--- config.mk ---
export PLATFORM = sky130hd
export DESIGN_NAME = double_ended_queue_core
export DESIGN_NICKNAME = d
export VERILOG_FILES = /design/src/hw/rtl/deq_pkg.sv /design/src/hw/rtl/deq_cell.sv /design/src/hw/rtl/deq_ctrl.sv /design/src/hw/rtl/double_ended_queue_core.sv
export SDC_FILE = /design/constraint.sdc
export NUM_CORES = 2
export LEC_CHECK = 0
export BUFFER_PORTS_ARGS = -buffer_cell sky130_fd_sc_hd__buf_2
export CAP_MARGIN = 20
export CORE_MARGIN = 2
export CORE_UTILIZATION = 55
export DETAILED_ROUTE_END_ITERATION = 12
export GPL_TIMING_DRIVEN = 1
export MAX_ROUTING_LAYER = met4
export PLACE_DENSITY = 0.75
export SLEW_MARGIN = 40
export SYNTH_ARGS = -nofsm -noshare
export SYNTH_HDL_FRONTEND = slang
export SYNTH_SLANG_ARGS = --single-unit
--- constraint.sdc ---
create_clock -name clk -period 40.2 [get_ports clk]
set_clock_uncertainty 0.2 [all_clocks]
set_input_delay 4.02 -clock clk [delete_from_list [all_inputs] [get_ports clk]]
set_output_delay 4.02 -clock clk [all_outputs]
set_load 0.02 [all_outputs]
--- src/hw/rtl/deq_pkg.sv ---
// Shared types and constants of the double-ended queue core.
package deq_pkg;

    // Operation codes carried in the func field of an input word.
    localparam logic [2:0] FUNC_PUSH_BACK  = 3'd0;
    localparam logic [2:0] FUNC_PUSH_FRONT = 3'd1;
    localparam logic [2:0] FUNC_POP_BACK   = 3'd2;
    localparam logic [2:0] FUNC_POP_FRONT  = 3'd3;
    localparam logic [2:0] FUNC_DUMP       = 3'd4;

    // Status codes reported with each result word.
    localparam logic [1:0] STATUS_DONE  = 2'd0;
    localparam logic [1:0] STATUS_EMPTY = 2'd1;
    localparam logic [1:0] STATUS_FULL  = 2'd2;

    // Stream payload widths.
    localparam int S_TDATA_W = 40;
    localparam int M_TDATA_W = 40;
    localparam int M_TUSER_W = 3;

    // Command broadcast from the controller to every cell of the chain.
    typedef struct packed {
        logic push_front;  // shift toward the back, new word enters cell 0
        logic push_back;   // first empty cell takes the new word
        logic pop_front;   // shift toward the front
        logic pop_back;    // clear the last occupied cell, load the return path
        logic rotate;      // move the front word to the back, others step forward
        logic ret_shift;   // return path steps one cell toward cell 0
    } cell_cmd_t;

endpackage

--- src/hw/rtl/deq_cell.sv ---
// One storage cell of the deque chain, holding one word and its occupied flag.
module deq_cell #(
    parameter int WORD_WIDTH = 32
) (
    input  logic                  clk,
    input  logic                  rst_n,
    input  deq_pkg::cell_cmd_t    cmd,
    input  logic [WORD_WIDTH-1:0] bcast_word,
    input  logic [WORD_WIDTH-1:0] left_word,
    input  logic                  left_occ,
    input  logic [WORD_WIDTH-1:0] right_word,
    input  logic                  right_occ,
    input  logic [WORD_WIDTH-1:0] right_ret,
    output logic [WORD_WIDTH-1:0] word,
    output logic                  occ,
    output logic [WORD_WIDTH-1:0] ret
);
    import deq_pkg::*;

    logic [WORD_WIDTH-1:0] word_reg;
    logic [WORD_WIDTH-1:0] word_next;
    logic                  occ_reg;
    logic                  occ_next;
    logic [WORD_WIDTH-1:0] ret_reg;
    logic [WORD_WIDTH-1:0] ret_next;
    logic                  is_last;

    // This cell holds the back element when it is occupied and its right neighbor is not.
    assign is_last = occ_reg & ~right_occ;

    // Next word and occupied flag from the broadcast command and the neighbors.
    always_comb
    begin
        word_next = word_reg;
        occ_next  = occ_reg;
        if (cmd.push_front)
        begin
            word_next = left_word;
            occ_next  = left_occ;
        end
        else if (cmd.push_back)
        begin
            if (!occ_reg && left_occ)
            begin
                word_next = bcast_word;
                occ_next  = 1'b1;
            end
        end
        else if (cmd.pop_front)
        begin
            word_next = right_word;
            occ_next  = right_occ;
        end
        else if (cmd.pop_back)
        begin
            occ_next = occ_reg & right_occ;
        end
        else if (cmd.rotate)
        begin
            word_next = is_last ? bcast_word : right_word;
        end
    end

    // The return path carries the popped back word toward cell 0, one cell a cycle.
    always_comb
    begin
        ret_next = ret_reg;
        if (cmd.pop_back)
        begin
            ret_next = is_last ? word_reg : '0;
        end
        else if (cmd.ret_shift)
        begin
            ret_next = right_ret;
        end
    end

    // Occupied flag is control state and resets; the data registers do not.
    always_ff @(posedge clk or negedge rst_n)
    begin
        if (!rst_n)
        begin
            occ_reg <= 1'b0;
        end
        else
        begin
            occ_reg <= occ_next;
        end
    end

    always_ff @(posedge clk)
    begin
        word_reg <= word_next;
        ret_reg  <= ret_next;
    end

    assign word = word_reg;
    assign occ  = occ_reg;
    assign ret  = ret_reg;

endmodule

--- src/hw/rtl/deq_ctrl.sv ---
// Sequencer of the deque: decodes operations, drives the cell chain and holds the result word.
module deq_ctrl #(
    parameter int DEPTH = 16
) (
    input  logic               clk,
    input  logic               rst_n,
    input  logic               s_tvalid,
    output logic               s_tready,
    input  logic [2:0]         func,
    input  logic [31:0]        head_word,
    input  logic [31:0]        ret_word,
    output deq_pkg::cell_cmd_t cmd,
    output logic               m_tvalid,
    input  logic               m_tready,
    output logic [31:0]        out_word,
    output logic [1:0]         status,
    output logic [4:0]         occupancy,
    output logic               is_empty,
    output logic               last
);
    import deq_pkg::*;

    localparam int CW = $clog2(DEPTH + 1);
    localparam int XC = (CW > 5) ? CW : 5;

    localparam logic [1:0] ST_IDLE = 2'd0;
    localparam logic [1:0] ST_POPB = 2'd1;
    localparam logic [1:0] ST_DUMP = 2'd2;

    logic [1:0]    state_reg;
    logic [1:0]    state_next;
    logic [CW-1:0] count_reg;
    logic [CW-1:0] count_next;
    logic [CW-1:0] cnt_reg;
    logic [CW-1:0] cnt_next;

    logic          m_valid_reg;
    logic [31:0]   out_word_reg;
    logic [1:0]    status_reg;
    logic [4:0]    occ_out_reg;
    logic          empty_reg;
    logic          last_reg;

    logic          emit_ok;
    logic          accept;
    logic          full;
    logic          empty;
    logic          emit;
    logic [31:0]   e_word;
    logic [1:0]    e_status;
    logic [CW-1:0] e_count;
    logic          e_last;
    logic [XC-1:0] e_count_ext;

    // The result register can take a new word when it is empty or being drained.
    assign emit_ok  = !m_valid_reg || m_tready;
    assign s_tready = (state_reg == ST_IDLE) && emit_ok;
    assign accept   = s_tvalid && s_tready;
    assign full     = (count_reg == CW'(DEPTH));
    assign empty    = (count_reg == '0);

    // Operation decode and sequencing of pop back and dump.
    always_comb
    begin
        cmd        = '0;
        state_next = state_reg;
        count_next = count_reg;
        cnt_next   = cnt_reg;
        emit       = 1'b0;
        e_word     = '0;
        e_status   = STATUS_DONE;
        e_count    = count_reg;
        e_last     = 1'b1;
        case (state_reg)
            ST_IDLE:
            begin
                if (accept)
                begin
                    case (func)
                        FUNC_PUSH_BACK, FUNC_PUSH_FRONT:
                        begin
                            emit = 1'b1;
                            if (full)
                            begin
                                e_status = STATUS_FULL;
                            end
                            else
                            begin
                                cmd.push_back  = (func == FUNC_PUSH_BACK);
                                cmd.push_front = (func == FUNC_PUSH_FRONT);
                                count_next     = count_reg + CW'(1);
                                e_count        = count_reg + CW'(1);
                            end
                        end
                        FUNC_POP_BACK:
                        begin
                            if (empty)
                            begin
                                emit     = 1'b1;
                                e_status = STATUS_EMPTY;
                            end
                            else
                            begin
                                cmd.pop_back = 1'b1;
                                count_next   = count_reg - CW'(1);
                                cnt_next     = count_reg - CW'(1);
                                state_next   = ST_POPB;
                            end
                        end
                        FUNC_POP_FRONT:
                        begin
                            emit = 1'b1;
                            if (empty)
                            begin
                                e_status = STATUS_EMPTY;
                            end
                            else
                            begin
                                cmd.pop_front = 1'b1;
                                count_next    = count_reg - CW'(1);
                                e_count       = count_reg - CW'(1);
                                e_word        = head_word;
                            end
                        end
                        FUNC_DUMP:
                        begin
                            if (empty)
                            begin
                                emit     = 1'b1;
                                e_status = STATUS_EMPTY;
                            end
                            else
                            begin
                                cnt_next   = count_reg;
                                state_next = ST_DUMP;
                            end
                        end
                        default:
                        begin
                            emit = 1'b1;
                        end
                    endcase
                end
            end
            ST_POPB:
            begin
                // Wait until the back word has travelled down to cell 0.
                if (cnt_reg == '0)
                begin
                    if (emit_ok)
                    begin
                        emit       = 1'b1;
                        e_word     = ret_word;
                        state_next = ST_IDLE;
                    end
                end
                else
                begin
                    cmd.ret_shift = 1'b1;
                    cnt_next      = cnt_reg - CW'(1);
                end
            end
            ST_DUMP:
            begin
                // Emit the front word and rotate it to the back, once per element.
                if (emit_ok)
                begin
                    emit       = 1'b1;
                    e_word     = head_word;
                    e_last     = (cnt_reg == CW'(1));
                    cmd.rotate = 1'b1;
                    cnt_next   = cnt_reg - CW'(1);
                    if (cnt_reg == CW'(1))
                    begin
                        state_next = ST_IDLE;
                    end
                end
            end
            default:
            begin
                state_next = ST_IDLE;
            end
        endcase
    end

    assign e_count_ext = XC'(e_count);

    // Control state.
    always_ff @(posedge clk or negedge rst_n)
    begin
        if (!rst_n)
        begin
            state_reg   <= ST_IDLE;
            count_reg   <= '0;
            cnt_reg     <= '0;
            m_valid_reg <= 1'b0;
        end
        else
        begin
            state_reg <= state_next;
            count_reg <= count_next;
            cnt_reg   <= cnt_next;
            if (emit)
            begin
                m_valid_reg <= 1'b1;
            end
            else if (m_tready)
            begin
                m_valid_reg <= 1'b0;
            end
        end
    end

    // Result word register.
    always_ff @(posedge clk)
    begin
        if (emit)
        begin
            out_word_reg <= e_word;
            status_reg   <= e_status;
            occ_out_reg  <= e_count_ext[4:0];
            empty_reg    <= (e_count == '0);
            last_reg     <= e_last;
        end
    end

    assign m_tvalid  = m_valid_reg;
    assign out_word  = out_word_reg;
    assign status    = status_reg;
    assign occupancy = occ_out_reg;
    assign is_empty  = empty_reg;
    assign last      = last_reg;

    // The element count never exceeds the number of cells.
    assert property (@(posedge clk) disable iff (!rst_n) count_reg <= CW'(DEPTH))
        else $error("deque element count beyond depth");

    // A dump in progress always has elements left to emit.
    assert property (@(posedge clk) disable iff (!rst_n)
        (state_reg == ST_DUMP) |-> (cnt_reg != '0))
        else $error("dump running with no elements left");

    // The popped back word starts at the new count and only moves toward cell 0.
    assert property (@(posedge clk) disable iff (!rst_n)
        (state_reg == ST_POPB) |-> (cnt_reg <= count_reg))
        else $error("pop back distance beyond element count");

    // The final dump word returns the sequencer to idle.
    assert property (@(posedge clk) disable iff (!rst_n)
        (state_reg == ST_DUMP && emit_ok && cnt_reg == CW'(1)) |=> (state_reg == ST_IDLE))
        else $error("dump did not finish after its last word");

endmodule

--- src/hw/rtl/double_ended_queue_core.sv ---
// Top level of the double-ended queue core: a chain of storage cells and its sequencer.
//
// A double-ended queue of up to DEPTH words of WORD_WIDTH bits, kept in a row of cells
// with the front element always in cell 0. Each input word is one operation (push back,
// push front, pop back, pop front, dump) and gives one result word, except a dump of a
// non-empty deque, which gives one result per element from front to back with tlast on
// the back element. Pushes, pop front, and operations on a full or empty deque complete in the
// idle state. Pop back waits while the back word travels down the return path of the cell
// chain one cell per cycle, and a dump rotates the chain once per emitted element.
// No clearing pass follows reset; the deque is empty as soon as reset is released.
module double_ended_queue_core #(
    parameter int DEPTH      = 16,
    parameter int WORD_WIDTH = 32
) (
    input  logic                            clk,
    input  logic                            rst_n,
    input  logic                            s_tvalid,
    output logic                            s_tready,
    // s_tdata fields from bit 0: func[2:0], push_word[31:0], zero fill.
    input  logic [deq_pkg::S_TDATA_W-1:0]   s_tdata,
    output logic                            m_tvalid,
    input  logic                            m_tready,
    // m_tdata fields from bit 0: out_word[31:0], occupancy[4:0], zero fill.
    output logic [deq_pkg::M_TDATA_W-1:0]   m_tdata,
    // m_tuser fields from bit 0: status[1:0], is_empty.
    output logic [deq_pkg::M_TUSER_W-1:0]   m_tuser,
    output logic                            m_tlast
);
    import deq_pkg::*;

    localparam int XW = (WORD_WIDTH > 32) ? WORD_WIDTH : 32;

    cell_cmd_t             cmd;
    logic [XW-1:0]         push_ext;
    logic [WORD_WIDTH-1:0] push_w;
    logic [WORD_WIDTH-1:0] bcast_word;
    logic [XW-1:0]         head_ext;
    logic [XW-1:0]         ret_ext;
    logic [31:0]           out_word;
    logic [1:0]            status;
    logic [4:0]            occupancy;
    logic                  is_empty;

    logic [WORD_WIDTH-1:0] cell_word [DEPTH];
    logic                  cell_occ  [DEPTH];
    logic [WORD_WIDTH-1:0] cell_ret  [DEPTH];

    // The pushed word is cut to the stored width; rotation feeds the front word back in.
    assign push_ext   = XW'(s_tdata[34:3]);
    assign push_w     = push_ext[WORD_WIDTH-1:0];
    assign bcast_word = cmd.rotate ? cell_word[0] : push_w;

    // Words leaving cell 0 are sized to the 32-bit result field.
    assign head_ext = XW'(cell_word[0]);
    assign ret_ext  = XW'(cell_ret[0]);

    // Chain of cells, each wired to its two neighbors.
    for (genvar i = 0; i < DEPTH; i++)
    begin : g_cell
        logic [WORD_WIDTH-1:0] left_word;
        logic                  left_occ;
        logic [WORD_WIDTH-1:0] right_word;
        logic                  right_occ;
        logic [WORD_WIDTH-1:0] right_ret;

        if (i == 0)
        begin : g_head
            assign left_word = bcast_word;
            assign left_occ  = 1'b1;
        end
        else
        begin : g_mid
            assign left_word = cell_word[i-1];
            assign left_occ  = cell_occ[i-1];
        end

        if (i == DEPTH - 1)
        begin : g_tail
            assign right_word = '0;
            assign right_occ  = 1'b0;
            assign right_ret  = '0;
        end
        else
        begin : g_body
            assign right_word = cell_word[i+1];
            assign right_occ  = cell_occ[i+1];
            assign right_ret  = cell_ret[i+1];
        end

        deq_cell #(
            .WORD_WIDTH (WORD_WIDTH)
        ) u_cell (
            .clk        (clk),
            .rst_n      (rst_n),
            .cmd        (cmd),
            .bcast_word (bcast_word),
            .left_word  (left_word),
            .left_occ   (left_occ),
            .right_word (right_word),
            .right_occ  (right_occ),
            .right_ret  (right_ret),
            .word       (cell_word[i]),
            .occ        (cell_occ[i]),
            .ret        (cell_ret[i])
        );
    end

    // Sequencer and result register.
    deq_ctrl #(
        .DEPTH (DEPTH)
    ) u_ctrl (
        .clk       (clk),
        .rst_n     (rst_n),
        .s_tvalid  (s_tvalid),
        .s_tready  (s_tready),
        .func      (s_tdata[2:0]),
        .head_word (head_ext[31:0]),
        .ret_word  (ret_ext[31:0]),
        .cmd       (cmd),
        .m_tvalid  (m_tvalid),
        .m_tready  (m_tready),
        .out_word  (out_word),
        .status    (status),
        .occupancy (occupancy),
        .is_empty  (is_empty),
        .last      (m_tlast)
    );

    // Result payload packing.
    assign m_tdata = {3'b000, occupancy, out_word};
    assign m_tuser = {is_empty, status};

endmodule

=== After elaboration in Yosys (flattened, before gate mapping) ===
Index checks and enable logic that the tools add are counted.

* Register bits after elaboration: 1094
* Word-level logic and storage cells: 514

* Bitwise gates (word level): 45
* $add $sub $neg: 3
* Reductions and logical operators: 85
* Multiplexer cells: 290
* Equal/unequal tests: 34

{| class="wikitable"
|+ Operator list
! cell !! number
|-
| 32-bit 2-to-1 mux || 167
|-
| 32-bit one-hot mux with 3 select lines || 1
|-
| 1-bit 2-to-1 mux || 93
|-
| 3-bit AND reduction || 17
|-
| 5-bit 2-to-1 mux || 9
|-
| 3-bit by 1-bit != test with 1-bit output, second input constant || 15
|-
| 2-bit AND reduction || 17
|-
| 1-bit AND || 30
|-
| 5-bit one-hot mux with 2 select lines || 3
|-
| 2-bit 2-to-1 mux || 10
|-
| 1-bit logical AND || 17
|-
| 1-bit logical NOT || 16
|-
| 5-bit logical NOT || 3
|-
| 1-bit inverter || 15
|-
| 5-bit one-hot mux with 3 select lines || 1
|-
| 3-bit != test, second input constant || 4
|-
| 2-bit by 1-bit != test with 1-bit output, second input constant || 5
|-
| 5-bit by 1-bit subtractor with 5-bit output, second input constant || 2
|-
| 4-bit 2-to-1 mux || 2
|-
| 2-bit one-hot mux with 2 select lines || 2
|-
| 8-bit AND reduction || 1
|-
| 4-bit nonzero test || 2
|-
| 7-bit AND reduction || 1
|-
| 3-bit by 2-bit equality test with 1-bit output, second input constant || 2
|-
| other kinds (18) || 22
|}

=== Logic depth before layout (Yosys ltp) ===
* Word-level depth: 11
* Mapped depth: 14
* Mapped depth without buffers: 7

=== Hierarchy ===
A second synthesis with hierarchy kept.

* Cells, all modules: 4103
* Area, all modules: 52923.3 sq um

{| class="wikitable"
|+ Modules (own cells, without submodules)
! module !! sequential area each (sq um) !! cells each !! instances !! area each (sq um)
|-
| deq_cell || 1946.9 || 235 || 16 || 3080.5
|-
| deq_ctrl || 1556.5 || 301 || 1 || 3054.2
|-
| double_ended_queue_core || 0.0 || 42 || 1 || 581.8
|}

=== Worst setup path after synthesis ===
No wires, ideal clock.

* Path kind: reg-to-reg
* Start: register u_ctrl.cnt_reg[0]
* End: register g_cell[0].u_cell.ret_reg[0] (enable)
* Cell stages (with the launch flop): 5
* Data arrival time: 36.380 ns
* Data required time: 37.903 ns
* Period minus slack after synthesis: 38.677 ns
* Buffers on the path: 0
* Setup slack: 1.523 ns
* Cells stage by stage: dfrtp_1 inv_1 ha_1 nor4b_1 o21ai_0

* Cells in the longest elaborated chain, start to end: 4

{| class="wikitable"
|+ RTL lines
! item !! RTL line !! source
|-
| start, declared || deq_ctrl.sv:34 || <nowiki>logic [CW-1:0] cnt_reg;</nowiki>
|-
| start signal, assigned || deq_ctrl.sv:202 || <nowiki>cnt_reg <= cnt_next;</nowiki>
|-
| 5-bit logical NOT || deq_ctrl.sv:148 || <nowiki>if (cnt_reg == '0)</nowiki>
|-
| 1-bit 2-to-1 mux || deq_ctrl.sv:148 ||
|-
| 1-bit 2-to-1 mux || deq_ctrl.sv:74 || <nowiki>case (state_reg)</nowiki>
|-
| 2-bit nonzero test (no source line) || n/a ||
|-
| end signal, assigned || deq_cell.sv:94 || <nowiki>ret_reg <= ret_next;</nowiki>
|-
| end, declared || deq_cell.sv:24 || <nowiki>logic [WORD_WIDTH-1:0] ret_reg;</nowiki>
|}

Every way passes these cells.
A chain may end at the register's enable or synchronous reset.

=== Worst setup path after layout ===
* Start: input port m_tready
* End: output port s_tready

* Cells in the longest elaborated chain, start to end: 2

{| class="wikitable"
|+ RTL lines
! item !! RTL line !! source
|-
| start, declared || double_ended_queue_core.sv:22 || <nowiki>input logic m_tready,</nowiki>
|-
| 1-bit logical OR || deq_ctrl.sv:56 || <nowiki>assign emit_ok = !m_valid_reg || m_tready;</nowiki>
|-
| 1-bit logical AND || deq_ctrl.sv:57 || <nowiki>assign s_tready = (state_reg == ST_IDLE) && emit_ok;</nowiki>
|-
| end, declared || double_ended_queue_core.sv:18 || <nowiki>output logic s_tready,</nowiki>
|}

Every way passes these cells.

==> results.sh <==
export IMPL_status="finished clean"
export IMPL_grt_pass1_vias=32600
export IMPL_place_hpwl_um=70300
export IMPL_cts_num_sinks=1094
export IMPL_clk_pin_slew_ns=0.06
export IMPL_fin_crit_ns=9.22
export IMPL_power_frac_comb_pct=22.0
export IMPL_h_tree_depth=3
export IMPL_routed_wl_um=109000
export IMPL_ff_latch_area_um2=32700
export IMPL_min_delay_start="g_cell[3].u_cell.ret[25]"
export IMPL_r2r_start="u_ctrl.count_reg[0]"
export IMPL_antenna_found_initial=0
export IMPL_cp_arrival_ns=5.00
export IMPL_cts_setup_buffers=0
export IMPL_cpMostUsedCell="buf_2"
export IMPL_r2r_cells=13
export IMPL_wl_per_cell_um=18.2
export IMPL_grt_total_usage_pct=22.8
export IMPL_root_buffer="clkbuf_16"
export IMPL_finalCritPeriodShare_pct=22.9
export IMPL_grt_pass1_wl_um=178000
export IMPL_rsz0062_at_grt="false"
export IMPL_synth_area_leaders="edfxtp_1 61%, nand2_1 10%, mux2i_1 8.6%, o21ai_0 7.1%, o21ai_1 2.0%"
export IMPL_p_sw_share_pct=29.8
export IMPL_hold_viol=0
export IMPL_tns_ns=0
export IMPL_portBuffers=81
export IMPL_vdd_drop_max_uv=51.9
export IMPL_die_y_um=313
export IMPL_cts_made_buffers=108
export IMPL_maxCapViolCount=0
export IMPL_routed_via_density=5.66
export IMPL_synth_seq_area_share_pct=62.1
export IMPL_layout_drive_gt1_share_pct=9.70
export IMPL_firstDrtPassIters=6
export IMPL_drc=0
export IMPL_nets=4700
export IMPL_max_freq_mhz=108
export IMPL_slew_headroom_pct=42.5
export IMPL_pwr_share_seq_pct=51.8
export IMPL_max_stage_delay_ns=0.41
export IMPL_grt_max_degree=237
export IMPL_die_w_um=313
export IMPL_yosys_warnings=0
export IMPL_p_switching_uw=1200
export IMPL_critPathKind="input pin to primary output"
export IMPL_cpMaxStageDelayCell="nand2b_1"
export IMPL_clock_latency_ns=0.69
export IMPL_async_reset_ff_share_pct=2.65
export IMPL_yosysTopAreaCell="edfxtp_1"
export IMPL_setup_viol=0
export IMPL_antenna_cells=0
export IMPL_worstHoldPathCells=2
export IMPL_multi_input_area_um2=18200
export IMPL_required_ns=35.98
export IMPL_p_int_uw=2820
export IMPL_crit_cells=4
export IMPL_syn_to_final_growth_pct=9.79
export IMPL_p_leak_uw=0.0187
export IMPL_ys_seq_elements=1094
export IMPL_cts_tree="built"
export IMPL_rows=113
export IMPL_clk_path_buf_depth=3
export IMPL_synth_cell_type_count=57
export IMPL_yosysTopAreaCellShare_pct=60.7
export IMPL_cp_startpoint="m_tready"
export IMPL_crit_fanout=14
export IMPL_fin_hold_ws_ns=0.305
export IMPL_cp_end_kind="primary output"
export IMPL_slew_viol_final=0
export IMPL_drt_first_iter_violations=3621
export IMPL_drtAntennaViolNets=0
export IMPL_min_path_type="register to register"
export IMPL_cp_buffers_inverters=2
export IMPL_grt_overflow=0
export IMPL_path_delay_family="simple AND/OR/NAND/NOR gates"
export IMPL_start_util_pct=55.5
export IMPL_fill_cells=7319
export IMPL_critical_path_startpoint_type="input pin"
export IMPL_dieArea_um2=98200
export IMPL_core_um2=94900
export IMPL_cts_hold_buf=0
export IMPL_synth_cells=4759
export IMPL_p_clk_share_pct=26.2
export IMPL_synth_avg_cell_area_um2=11.1
export IMPL_ios=90
export IMPL_place_congestion=0.817
export IMPL_num_vias=34000
export IMPL_synth_area_um2=52600
export IMPL_crit_chain="buf_2 > nand2b_1 > and2_1 > buf_2"
export IMPL_ys_flop_type="edfxtp_1"
export IMPL_p_per_area_nw_per_um2=69.4
export IMPL_cts_resized=0
export IMPL_synth_edf_count=1065
export IMPL_worst_slew_pin_slew_ns=0.862
==> worst register-to-register path, delay by kind of cell (launching register included) <==
kind                       cells  cell delay [ns]
DFF                            1             0.54
AOI/OAI and AO/OA              1             0.24
buffers and inverters          8             3.21
and+or+nand+nor                3             0.94
adders and majority gates      1             0.35
==> cells in the final DEF, fill, tap and decap left out, drive strengths merged, types with 15 or more instances in the layout <==
| cell | synthesis | layout |
|---|---|---|
| a21oi | 32 | 32 |
| a22o | 33 | 33 |
| a22oi | 46 | 46 |
| and3 | 38 | 38 |
| buf | 177 | 171 |
| bufinv | 0 | 19 |
| clkbuf | 220 | 138 |
| clkinv | 0 | 43 |
| dfrtp | 29 | 29 |
| edfxtp | 1065 | 1065 |
| inv | 12 | 15 |
| mux2 | 66 | 66 |
| mux2i | 451 | 451 |
| nand2 | 1440 | 1440 |
| nand2b | 21 | 21 |
| nor2 | 54 | 54 |
| nor2b | 17 | 17 |
| o21ai | 954 | 954 |
| o22ai | 18 | 18 |
==> per-stage QoR <==
| step | instance area [um^2] | cells | worst slack [ns] | util (%) | power, uW |
|---|---|---|---|---|---|
| global placement | 53500 | 5775 | 30.88 | 56.4 | 2890 |
| CTS | 57700 | 6002 | 30.98 | 60.8 | 4030 |
| detailed placement | 54000 | 5798 | 30.99 | 56.9 | 2970 |
| global route | 57800 | 6006 | 30.93 | 60.9 | 4230 |
| finish | 57800 | 6006 | 30.98 | 60.9 | 4010 |
| floorplan | 52700 | 4761 | 1.52 | - | 3140 |
==> power groups by stage <==
stage | logic (uW) | registers, uW | clock network [uW]
4_1_cts | 884 | 2080 | 1070
2_1_floorplan | 604 | 2530 | 0
5_1_grt | 993 | 2120 | 1110
3_3_place_gp | 808 | 2090 | 0
3_5_place_dp | 876 | 2100 | 0
6_report | 881 | 2080 | 1050
==> per-layer routing <==
metal / routed length, um / up-vias / GRT usage, %
met1: 50500 / 16000 / 32.8
met5: 0 / - / -
met3: 6180 / 135 / 2.47
met4: 1610 / 0 / 5.20
li1: - / 16700 / -
met2: 51100 / 1090 / 35.2
==> area by class of cell <==
type	instances	share of cell area, %
Tap cell	1265	2.74
Multi-Input combinational cell	3258	31.6
Clock inverter	68	1.53
Timing Repair Buffer	173	2.59
Inverter	12	0.0779
Clock buffer	136	4.91
Sequential cell	1094	56.6
==> cell usage after synthesis (5+ instances only) <==
master / count
o22ai_4: 14
nand3_1: 5
and3_1: 38
nor3_1: 7
nor4_1: 7
and2_1: 5
edfxtp_1: 1065
o21ai_1: 209
mux2_2: 65
clkbuf_1: 220
buf_4: 87
buf_6: 5
a22o_1: 33
buf_1: 5
nand2_1: 1440
a21oi_1: 31
nor2b_1: 17
inv_1: 12
or3_1: 6
dfrtp_1: 29
ha_1: 9
buf_2: 80
nor2_1: 54
nand2b_1: 21
a22oi_1: 46
o21ai_0: 745
mux2i_1: 451
==> kinds of logic (layout without fill, tap and decap cells) <==
kind of cell    count (synthesis)  after routing  share of synthesized area, %
simple gates                 1616           1616                          12.2
compound gates               1106           1106                          11.5
other cells                     1              3                       0.00712
xor+xnor                        7              7                         0.116
buf+inv                       409            389                          3.80
flops                        1094           1094                          62.1
mux                           517            517                          9.99
fa+ha+maj                       9              9                         0.214
==> path summary, 6_finish.rpt <==
path,to,slack [ns]
max,s_tready,30.98
min,g_cell[2].u_cell.ret[25],0.31
max reg2reg,g_cell[15].u_cell.ret[18],34.21
min reg2reg,g_cell[2].u_cell.ret[25],0.31
max in group asynchronous,u_ctrl.cnt_reg[2],36.40
min in group asynchronous,g_cell[6].u_cell.occ,3.08
Note: power is estimated with default switching activity, not from simulation.
